### src/design/tkpq_pkg.sv
package tkpq_pkg;

  localparam int QUEUE_DEPTH = 16;
  localparam int CNT_W       = $clog2(QUEUE_DEPTH + 1);
  localparam int OCC_W       = 5;

  localparam logic OP_INSERT = 1'b0;
  localparam logic OP_REMOVE = 1'b1;

  localparam logic [1:0] ST_OK    = 2'd0;
  localparam logic [1:0] ST_FULL  = 2'd1;
  localparam logic [1:0] ST_EMPTY = 2'd2;

  typedef struct packed {
    logic [7:0]  primary;
    logic [7:0]  secondary;
    logic [15:0] tag;
  } entry_t;

  typedef struct packed {
    logic   ins;
    logic   rem;
    entry_t entry;
  } cmd_t;

endpackage

### src/design/tkpq_if.sv
interface tkpq_in_if;
  logic        valid;
  logic        ready;
  logic        op;
  logic [7:0]  key_primary;
  logic [7:0]  key_secondary;
  logic [15:0] tag;

  modport source (output valid, op, key_primary, key_secondary, tag, input ready);
  modport sink   (input valid, op, key_primary, key_secondary, tag, output ready);
endinterface

interface tkpq_out_if;
  logic        valid;
  logic        ready;
  logic        head_valid;
  logic [7:0]  head_primary;
  logic [7:0]  head_secondary;
  logic [15:0] head_tag;
  logic [1:0]  status;
  logic [4:0]  occupancy;

  modport source (output valid, head_valid, head_primary, head_secondary, head_tag,
                  status, occupancy, input ready);
  modport sink   (input valid, head_valid, head_primary, head_secondary, head_tag,
                  status, occupancy, output ready);
endinterface

### src/design/tkpq_cell.sv
module tkpq_cell (
  input  logic            clk,
  input  tkpq_pkg::cmd_t  cmd,
  input  logic            active,
  input  logic            left_lt,
  input  tkpq_pkg::entry_t left_data,
  input  tkpq_pkg::entry_t right_data,
  output logic            lt,
  output tkpq_pkg::entry_t data
);
  import tkpq_pkg::*;

  entry_t data_r;
  entry_t data_nxt;

  assign lt   = active &&
                ({data_r.primary, data_r.secondary} <
                 {cmd.entry.primary, cmd.entry.secondary});
  assign data = data_r;

  always_comb begin
    data_nxt = data_r;
    if (cmd.ins) begin
      if (!lt) begin
        data_nxt = left_lt ? cmd.entry : left_data;
      end
    end else if (cmd.rem) begin
      data_nxt = right_data;
    end
  end

  always_ff @(posedge clk) begin
    data_r <= data_nxt;
  end
endmodule

### src/design/two_key_priority_queue.sv
// Sorted priority queue of QUEUE_DEPTH entries held in a row of cells, ordered by
// (primary, secondary) ascending; equal key pairs leave last-in-first-out. Each
// transaction on in_ch is an insert (op 0) or a remove of the head (op 1) and
// yields exactly one transaction on out_ch with status and occupancy. Every cell
// compares the new key at once and shifts by one toward its neighbor, so one
// transaction is taken per cycle; the single output register lets a new input in
// whenever the waiting result is taken in the same cycle. An insert into a full
// queue is dropped (status 1); a remove from an empty queue reports status 2.
module two_key_priority_queue (
  input  logic      clk,
  input  logic      rst_n,
  tkpq_in_if.sink   in_ch,
  tkpq_out_if.source out_ch
);
  import tkpq_pkg::*;

  logic [CNT_W-1:0] count_r, count_nxt;
  logic             ovalid_r;
  logic             ohv_r;
  entry_t           ohead_r;
  logic [1:0]       ostat_r;
  logic [OCC_W-1:0] oocc_r;

  logic   accept, full, empty;
  cmd_t   cmd;
  logic   [QUEUE_DEPTH-1:0] lt;
  entry_t cell_data [QUEUE_DEPTH];
  logic   [1:0] stat;

  assign in_ch.ready = !ovalid_r || out_ch.ready;
  assign accept      = in_ch.valid && in_ch.ready;
  assign full        = (count_r == CNT_W'(QUEUE_DEPTH));
  assign empty       = (count_r == '0);

  assign cmd.entry.primary   = in_ch.key_primary;
  assign cmd.entry.secondary = in_ch.key_secondary;
  assign cmd.entry.tag       = in_ch.tag;
  assign cmd.ins = accept && (in_ch.op == OP_INSERT) && !full;
  assign cmd.rem = accept && (in_ch.op == OP_REMOVE) && !empty;

  genvar i;
  generate
    for (i = 0; i < QUEUE_DEPTH; i++) begin : g_cell
      tkpq_cell u_cell (
        .clk        (clk),
        .cmd        (cmd),
        .active     (CNT_W'(i) < count_r),
        .left_lt    ((i == 0) ? 1'b1 : lt[(i == 0) ? 0 : i - 1]),
        .left_data  (cell_data[(i == 0) ? 0 : i - 1]),
        .right_data (cell_data[(i == QUEUE_DEPTH - 1) ? i : i + 1]),
        .lt         (lt[i]),
        .data       (cell_data[i])
      );
    end
  endgenerate

  always_comb begin
    count_nxt = count_r;
    if (cmd.ins) begin
      count_nxt = count_r + CNT_W'(1);
    end else if (cmd.rem) begin
      count_nxt = count_r - CNT_W'(1);
    end
    stat = ST_OK;
    if (in_ch.op == OP_INSERT && full) begin
      stat = ST_FULL;
    end else if (in_ch.op == OP_REMOVE && empty) begin
      stat = ST_EMPTY;
    end
  end

  always_ff @(posedge clk) begin
    if (!rst_n) begin
      count_r  <= '0;
      ovalid_r <= 1'b0;
    end else begin
      count_r <= count_nxt;
      if (accept) begin
        ovalid_r <= 1'b1;
      end else if (out_ch.ready) begin
        ovalid_r <= 1'b0;
      end
    end
  end

  always_ff @(posedge clk) begin
    if (accept) begin
      ohv_r   <= cmd.rem;
      ohead_r <= cmd.rem ? cell_data[0] : '0;
      ostat_r <= stat;
      oocc_r  <= OCC_W'(count_nxt);
    end
  end

  assign out_ch.valid          = ovalid_r;
  assign out_ch.head_valid     = ohv_r;
  assign out_ch.head_primary   = ohead_r.primary;
  assign out_ch.head_secondary = ohead_r.secondary;
  assign out_ch.head_tag       = ohead_r.tag;
  assign out_ch.status         = ostat_r;
  assign out_ch.occupancy      = oocc_r;
endmodule

### src/flat_wrapper.sv
// flat-port wrapper written by rule: the top's interface ports become plain ports
module two_key_priority_queue_flat import tkpq_pkg::*;
  (clk, rst_n, in_ch_valid, in_ch_op, in_ch_key_primary, in_ch_key_secondary, in_ch_tag, in_ch_ready, out_ch_valid, out_ch_head_valid, out_ch_head_primary, out_ch_head_secondary, out_ch_head_tag, out_ch_status, out_ch_occupancy, out_ch_ready);
  tkpq_in_if in_ch_i ();
  tkpq_out_if out_ch_i ();
  input  logic clk;
  input  logic rst_n;
  input wire logic [$bits(in_ch_i.valid)-1:0] in_ch_valid;
  input wire logic [$bits(in_ch_i.op)-1:0] in_ch_op;
  input wire logic [$bits(in_ch_i.key_primary)-1:0] in_ch_key_primary;
  input wire logic [$bits(in_ch_i.key_secondary)-1:0] in_ch_key_secondary;
  input wire logic [$bits(in_ch_i.tag)-1:0] in_ch_tag;
  output wire logic [$bits(in_ch_i.ready)-1:0] in_ch_ready;
  output wire logic [$bits(out_ch_i.valid)-1:0] out_ch_valid;
  output wire logic [$bits(out_ch_i.head_valid)-1:0] out_ch_head_valid;
  output wire logic [$bits(out_ch_i.head_primary)-1:0] out_ch_head_primary;
  output wire logic [$bits(out_ch_i.head_secondary)-1:0] out_ch_head_secondary;
  output wire logic [$bits(out_ch_i.head_tag)-1:0] out_ch_head_tag;
  output wire logic [$bits(out_ch_i.status)-1:0] out_ch_status;
  output wire logic [$bits(out_ch_i.occupancy)-1:0] out_ch_occupancy;
  input wire logic [$bits(out_ch_i.ready)-1:0] out_ch_ready;
  assign in_ch_i.valid = in_ch_valid;
  assign in_ch_i.op = in_ch_op;
  assign in_ch_i.key_primary = in_ch_key_primary;
  assign in_ch_i.key_secondary = in_ch_key_secondary;
  assign in_ch_i.tag = in_ch_tag;
  assign in_ch_ready = in_ch_i.ready;
  assign out_ch_valid = out_ch_i.valid;
  assign out_ch_head_valid = out_ch_i.head_valid;
  assign out_ch_head_primary = out_ch_i.head_primary;
  assign out_ch_head_secondary = out_ch_i.head_secondary;
  assign out_ch_head_tag = out_ch_i.head_tag;
  assign out_ch_status = out_ch_i.status;
  assign out_ch_occupancy = out_ch_i.occupancy;
  assign out_ch_i.ready = out_ch_ready;
  two_key_priority_queue u_core (.clk(clk), .rst_n(rst_n), .in_ch(in_ch_i), .out_ch(out_ch_i));
endmodule
### config.mk
export PLATFORM = sky130hd
export DESIGN_NAME = two_key_priority_queue_flat
export DESIGN_NICKNAME = d
export VERILOG_FILES = /design/src/design/tkpq_pkg.sv /design/src/design/tkpq_if.sv /design/src/design/tkpq_cell.sv /design/src/design/two_key_priority_queue.sv /design/src/flat_wrapper.sv
export SDC_FILE = /design/constraint.sdc
export NUM_CORES = 1
export LEC_CHECK = 0
export BUFFER_PORTS_ARGS = -buffer_cell sky130_fd_sc_hd__buf_2
export CAP_MARGIN = 20
export CORE_ASPECT_RATIO = 1.1
export CORE_UTILIZATION = 38
export CTS_BUF_LIST = sky130_fd_sc_hd__clkbuf_8
export CTS_CLUSTER_DIAMETER = 200
export DETAILED_ROUTE_END_ITERATION = 16
export PLACE_DENSITY = 0.58
export SLEW_MARGIN = 5
export SYNTH_ARGS = -nofsm -noshare
export SYNTH_HDL_FRONTEND = slang
export SYNTH_SLANG_ARGS = --single-unit
### constraint.sdc
create_clock -name clk -period 15.2 [get_ports clk]
set_input_delay 3.8 -clock clk [delete_from_list [all_inputs] [get_ports clk]]
set_output_delay 3.8 -clock clk [all_outputs]
set_load 0.01 [all_outputs]
== After elaboration in Yosys (flattened, before gate mapping) ==
Index checks and enable logic that the tools add are counted.
Word-level totals
  flip-flop bits (word level): 558
  bits of input ports: 37
  output and inout port bits: 42
  word-level logic and storage cells: 219
Operators by class
  add/sub/neg operators: 2
  magnitude comparators: 32
  eq/ne operators: 16
  multiplexer cells: 65
  bitwise logic cells: 2
  reductions and logical operators: 46
Operators with widths (count)
  32-bit two-way mux: 60
  16-bit less-than comparator: 16
  4-bit by 5-bit less-than comparator with 1-bit output (first input constant): 8
  2-bit AND reduction: 16
  2-bit != test (second input constant): 15
  1-bit logical AND: 23
  3-bit by 5-bit less-than comparator with 1-bit output (first input constant): 4
  1-bit by 5-bit less-than comparator with 1-bit output (first input constant): 2
  2-bit by 5-bit less-than comparator with 1-bit output (first input constant): 2
  5-bit two-way mux: 2
  5-bit by 1-bit adder with 5-bit output (second input constant): 1
  5-bit equality test (second input constant): 1
  5-bit zero test: 1
  5-bit by 1-bit subtractor with 5-bit output (second input constant): 1
  2-bit nonzero test: 2
  1-bit zero test: 3
  1-bit two-way mux: 2
  2-bit two-way mux: 1
  1-bit inverter: 2
  1-bit logical OR: 1

== Depth between registers and ports, before layout ==
  depth after elaboration: 7
  mapped depth: 12
  depth with buffers taken out: 9

== Cells and area by module ==
A second synthesis with hierarchy kept.
Unflattened totals
  cells, all modules: 3277
  area total of the unflattened synthesis: 34481.8 µm²
Modules (own cells, without submodules)
  tkpq_cell (u_core.g_cell[0].u_cell ...): times used 15, cells each 194, area each 2020.7 µm², sequential area each 960.9 µm²
  two_key_priority_queue: times used 1, cells each 172, area each 2160.8 µm², sequential area each 1321.3 µm²
  tkpq_cell (u_core.g_cell[9].u_cell): times used 1, cells each 195, area each 2010.7 µm², sequential area each 960.9 µm²

== Least setup slack after synthesis ==
OpenSTA, ideal clock, no wires.
  path kind: input to register
  from: input port in_ch_key_primary[3]
  to: register u_core.g_cell[0].u_cell.data_r (netlist bit u_core.g_cell[0].u_cell.data[0]), enable pin
  setup time: 0.466 ns
  arrival: 8.134 ns
  data required time: 14.734 ns
  slack: 6.600 ns
  stages on the path: 10
  buffers on the path: 2
  path through: inv_1 > ha_1 > nand4_1 > or4_1 > nor4_1 > a211oi_1 > a31o_2 > clkbuf_1 > buf_2 > o21ai_0
Between the ends
  cells in the longest elaborated chain, start to end: 4
RTL lines
  start: declaration: line flat_wrapper.sv:10  | input wire logic [$bits(in_ch_i.key_primary)-1:0] in_ch_key_primary;
  16-bit less-than comparator: line tkpq_cell.sv:17  | ({data_r.primary, data_r.secondary} <
  1-bit logical AND: line tkpq_cell.sv:16  | assign lt = active &&
  2-bit != test (no line)
  2-bit AND reduction (no line)
  end signal: assignment: line tkpq_cell.sv:33  | data_r <= data_nxt;
  end: declaration: line tkpq_cell.sv:13  | entry_t data_r;
Every way passes these cells.
A chain may end at the register's enable or synchronous reset.

== Worst setup path in the final report ==
  from: input port out_ch_ready
  to: output port in_ch_ready
Between the ends
  cells in the longest elaborated chain, start to end: 1
RTL lines
  start: declaration: line flat_wrapper.sv:21  | input wire logic [$bits(out_ch_i.ready)-1:0] out_ch_ready;
  1-bit logical OR: line two_key_priority_queue.sv:30  | assign in_ch.ready = !ovalid_r || out_ch.ready;
  end: declaration: line flat_wrapper.sv:13  | output wire logic [$bits(in_ch_i.ready)-1:0] in_ch_ready;
Every way passes these cells.

==> impl_metrics.ini <==
[outcome]
status = complete, no violations

[placed_design]
place.gp.congestion = 0.862
placed_cells = 3993
port_buffers = 78
dp_slack_ns = 7.16
hpwl_um = 61400
placedInstanceArea_um2 = 34000

[clock_network]
cts_resized = 0
cts_root_buf = clkbuf_8
clkTransAtPathRegs_ns = 0.06
post_cts_buffers = 0
cts_sinks = 558
numCtsBuffers = 101
insertion_delay_ns = 0.73
cts_tree = built
htreeDepth = 3
ctsLongestPathBuffers = 3
cts_hold_buf = 0

[timing]
finalCritPeriodShare_pct = 52.7
rsz0062_at_grt = false
timing.hold.ws_ns = 0.558
hold_viol_final = 0
setup_slack_ns = 7.18
drv_slew = 0
worst_pin_slew_ns = 1.19
post-route-min-period_ns = 8.02
clock-skew-final_ns = 0.0376
setup_viol = 0
slew_headroom_pct = 20.4
setup_tns_ns = 0
fmax_mhz = 125

[routing]
wl_per_cell_um = 21.2
ant_nets = 0
dr.first_iter.drc_count = 1541
drc = 0
drt_first_pass_iters = 5
routed_via_density = 5.67
dr_total_vias = 23700
routed_wl_um = 88800

[worst_setup_path]
critPathKind = input pin to primary output
crit_arrival_ns = 4.22
critPathMaxFanout = 3
startpoint_type = input pin
crit_required_ns = 11.40
end_kind = primary output

[final_layout]
syn2layout_area_growth_pct = 10.9
fin_area_um2 = 36100
multiInputGateArea_um2 = 15100
regArea_um2 = 16700
post-route-util_pct = 42.5
nets = 3244
final_layout_size_suffix_gt1_share_pct = 10.5
fin_cells = 4188
nFillCells = 8047

[logic_synthesis]
syn-num-nets = 3234
yosysSeqAreaShare_pct = 51.3
ys_types = 61
ys_ff_latch = 558
yosysWarnings = 0
synthArstFlopShare_pct = 0
synth_edf_count = 552
syn_area_um2 = 32500
ys.flop_type = edfxtp_1
syn_inst = 2954
avgSynthCellArea_um2 = 11.0

[power]
power_mw = 4.20
ir_worst_vdd_mv = 0.0689
seq_power_share_pct = 49.1
power_density_nw_per_um2 = 116
power_switching_mw = 1.29
clockPowerShare_pct = 32.1
p_comb_share_pct = 18.8
cellLeakagePower_nw = 14.2
p_int_mw = 2.91
sw_frac_of_total_pct = 30.7

[die]
die_y_um = 309
rows = 112
fp.dieW_um = 281
coreArea_um2 = 84800
io-pin-count = 79
start_util_pct = 38.4
die_area_um2 = 86700

[grt]
antenna_found_initial = 6
grt_max_degree = 192
grt_pass1_wl_um = 139000
grt_usage_pct = 20.2
overflow = 0
grt_pass1_vias = 24800

[min_path]
worst_hold_path_type = register to register

[job]
max_cap_violations = 0
-- cells by family after synthesis --
logic type | share of synthesized area, %
and+or+nand+nor | 12.1
AOI/OAI and AO/OA | 13.3
DFF | 51.3
muxes | 10.8
adders and majority gates | 9.35
buffers and inverters | 3.02
xor gates and xnor gates | 0.0808
-- cell usage after synthesis, types with 4 or more instances --
| cell type | count | area (um^2) |
|---|---|---|
| nor4_1 | 5 | 31.3 |
| ha_1 | 243 | 3040 |
| a221o_1 | 33 | 330 |
| nand4b_1 | 18 | 158 |
| nand4_1 | 25 | 156 |
| mux2i_1 | 316 | 3160 |
| a211oi_1 | 11 | 82.6 |
| o21ai_0 | 336 | 1680 |
| or3_1 | 17 | 106 |
| o21ai_1 | 24 | 120 |
| buf_1 | 8 | 30.0 |
| buf_2 | 23 | 115 |
| and2_1 | 37 | 231 |
| nand2_1 | 459 | 1720 |
| nor2b_1 | 15 | 93.8 |
| nor3_1 | 25 | 125 |
| clkbuf_1 | 180 | 676 |
| buf_4 | 6 | 45.0 |
| a21o_1 | 62 | 465 |
| dfxtp_1 | 6 | 120 |
| mux2_2 | 32 | 360 |
| and3_1 | 20 | 125 |
| a221oi_1 | 6 | 52.6 |
| o211ai_1 | 74 | 556 |
| nor2_1 | 72 | 270 |
| a31o_2 | 4 | 35.0 |
| a2111oi_0 | 6 | 52.6 |
| nand3_1 | 120 | 601 |
| a22oi_1 | 18 | 135 |
| inv_1 | 22 | 82.6 |
| nand2b_1 | 16 | 100 |
| edfxtp_1 | 552 | 16600 |
| a31oi_1 | 16 | 100 |
| o22ai_1 | 4 | 25.0 |
| a21oi_1 | 93 | 465 |
| and4_1 | 12 | 105 |
-- placed cells by master, fill, tap and decap left out, types with 8 or more instances in the layout --
cell,n
nor2_1,71
nor2b_1,15
mux2_2,32
nand4_1,25
a22oi_1,18
a21oi_1,91
o211ai_1,74
o21ai_0,327
buf_2,78
a211oi_1,10
clkinv_1,37
a221o_1,33
nand2_1,458
and3_1,20
o21ai_1,21
nand2b_1,16
clkinv_2,8
and2_1,37
nor3_1,24
o21ai_4,12
edfxtp_1,552
or3_1,16
nand3_1,120
nand4b_1,18
mux2i_1,316
a31oi_1,15
and4_1,12
buf_4,38
inv_1,46
ha_1,243
a21o_1,62
clkbuf_8,107
-- area by class of cell --
class | instances | area share [%]
tap | 1140 | 3.95
antenna | 2 | 0.0139
clock inverter | 78 | 1.08
timing repair buffer | 127 | 2.61
multi-input combinational | 2154 | 41.7
inverter | 22 | 0.229
clock buffer | 107 | 4.08
sequential | 558 | 46.3
-- state kept, by name, indices dropped and copies added (netlist names) --
register,flops
u_core.out_ch.head_tag,16
u_core.count_r,5
u_core.out_ch.head_primary,8
u_core.out_ch.occupancy,5
u_core.out_ch.head_secondary,8
u_core.out_ch.head_valid,1
u_core.g_cell.u_cell.data,512
u_core.out_ch.valid,1
u_core.out_ch.status,2
-- worst max-delay path, stage by stage --
cell	delay, ns
buf_2	0.10
nand2b_1	0.17
buf_2	0.15
-- path summary, 6_finish.rpt --
| check | end | slack (ns) | from | cells past startpoint |
|---|---|---|---|---|
| worst max-delay path | in_ch_ready | 7.18 | out_ch_ready | 3 |
| worst min-delay path | u_core.g_cell[0].u_cell.data[6]$_DFFE_PP_ | 0.56 | u_core.g_cell[1].u_cell.data[6]$_DFFE_PP_ | 2 |
| worst max register to register | u_core.g_cell[4].u_cell.data[13]$_DFFE_PP_ | 10.52 | u_core.count_r[1]$_SDFF_PN0_ | 10 |
| worst min register to register | u_core.g_cell[0].u_cell.data[6]$_DFFE_PP_ | 0.56 | u_core.g_cell[1].u_cell.data[6]$_DFFE_PP_ | 2 |
-- power groups by stage --
stage	logic [mW]	registers [mW]	clock network [mW]
2_1_floorplan	0.552	2.04	0
3_3_place_gp	0.740	2.09	0
3_5_place_dp	0.774	2.09	0
4_1_cts	0.778	2.06	1.39
5_1_grt	0.883	2.08	1.45
6_report	0.789	2.06	1.35
-- metal layers --
| metal | track usage (%) | part of all wire [%] | up-vias |
|---|---|---|---|
| met3 | 3.38 | 4.5 | 183 |
| met2 | 35.3 | 50 | 566 |
| met5 | 0 | 0.066 | - |
| li1 | - | - | 11200 |
| met1 | 25.1 | 42 | 11800 |
| met4 | 6.86 | 3.0 | 10 |
Power figures use the tool's default switching activity.
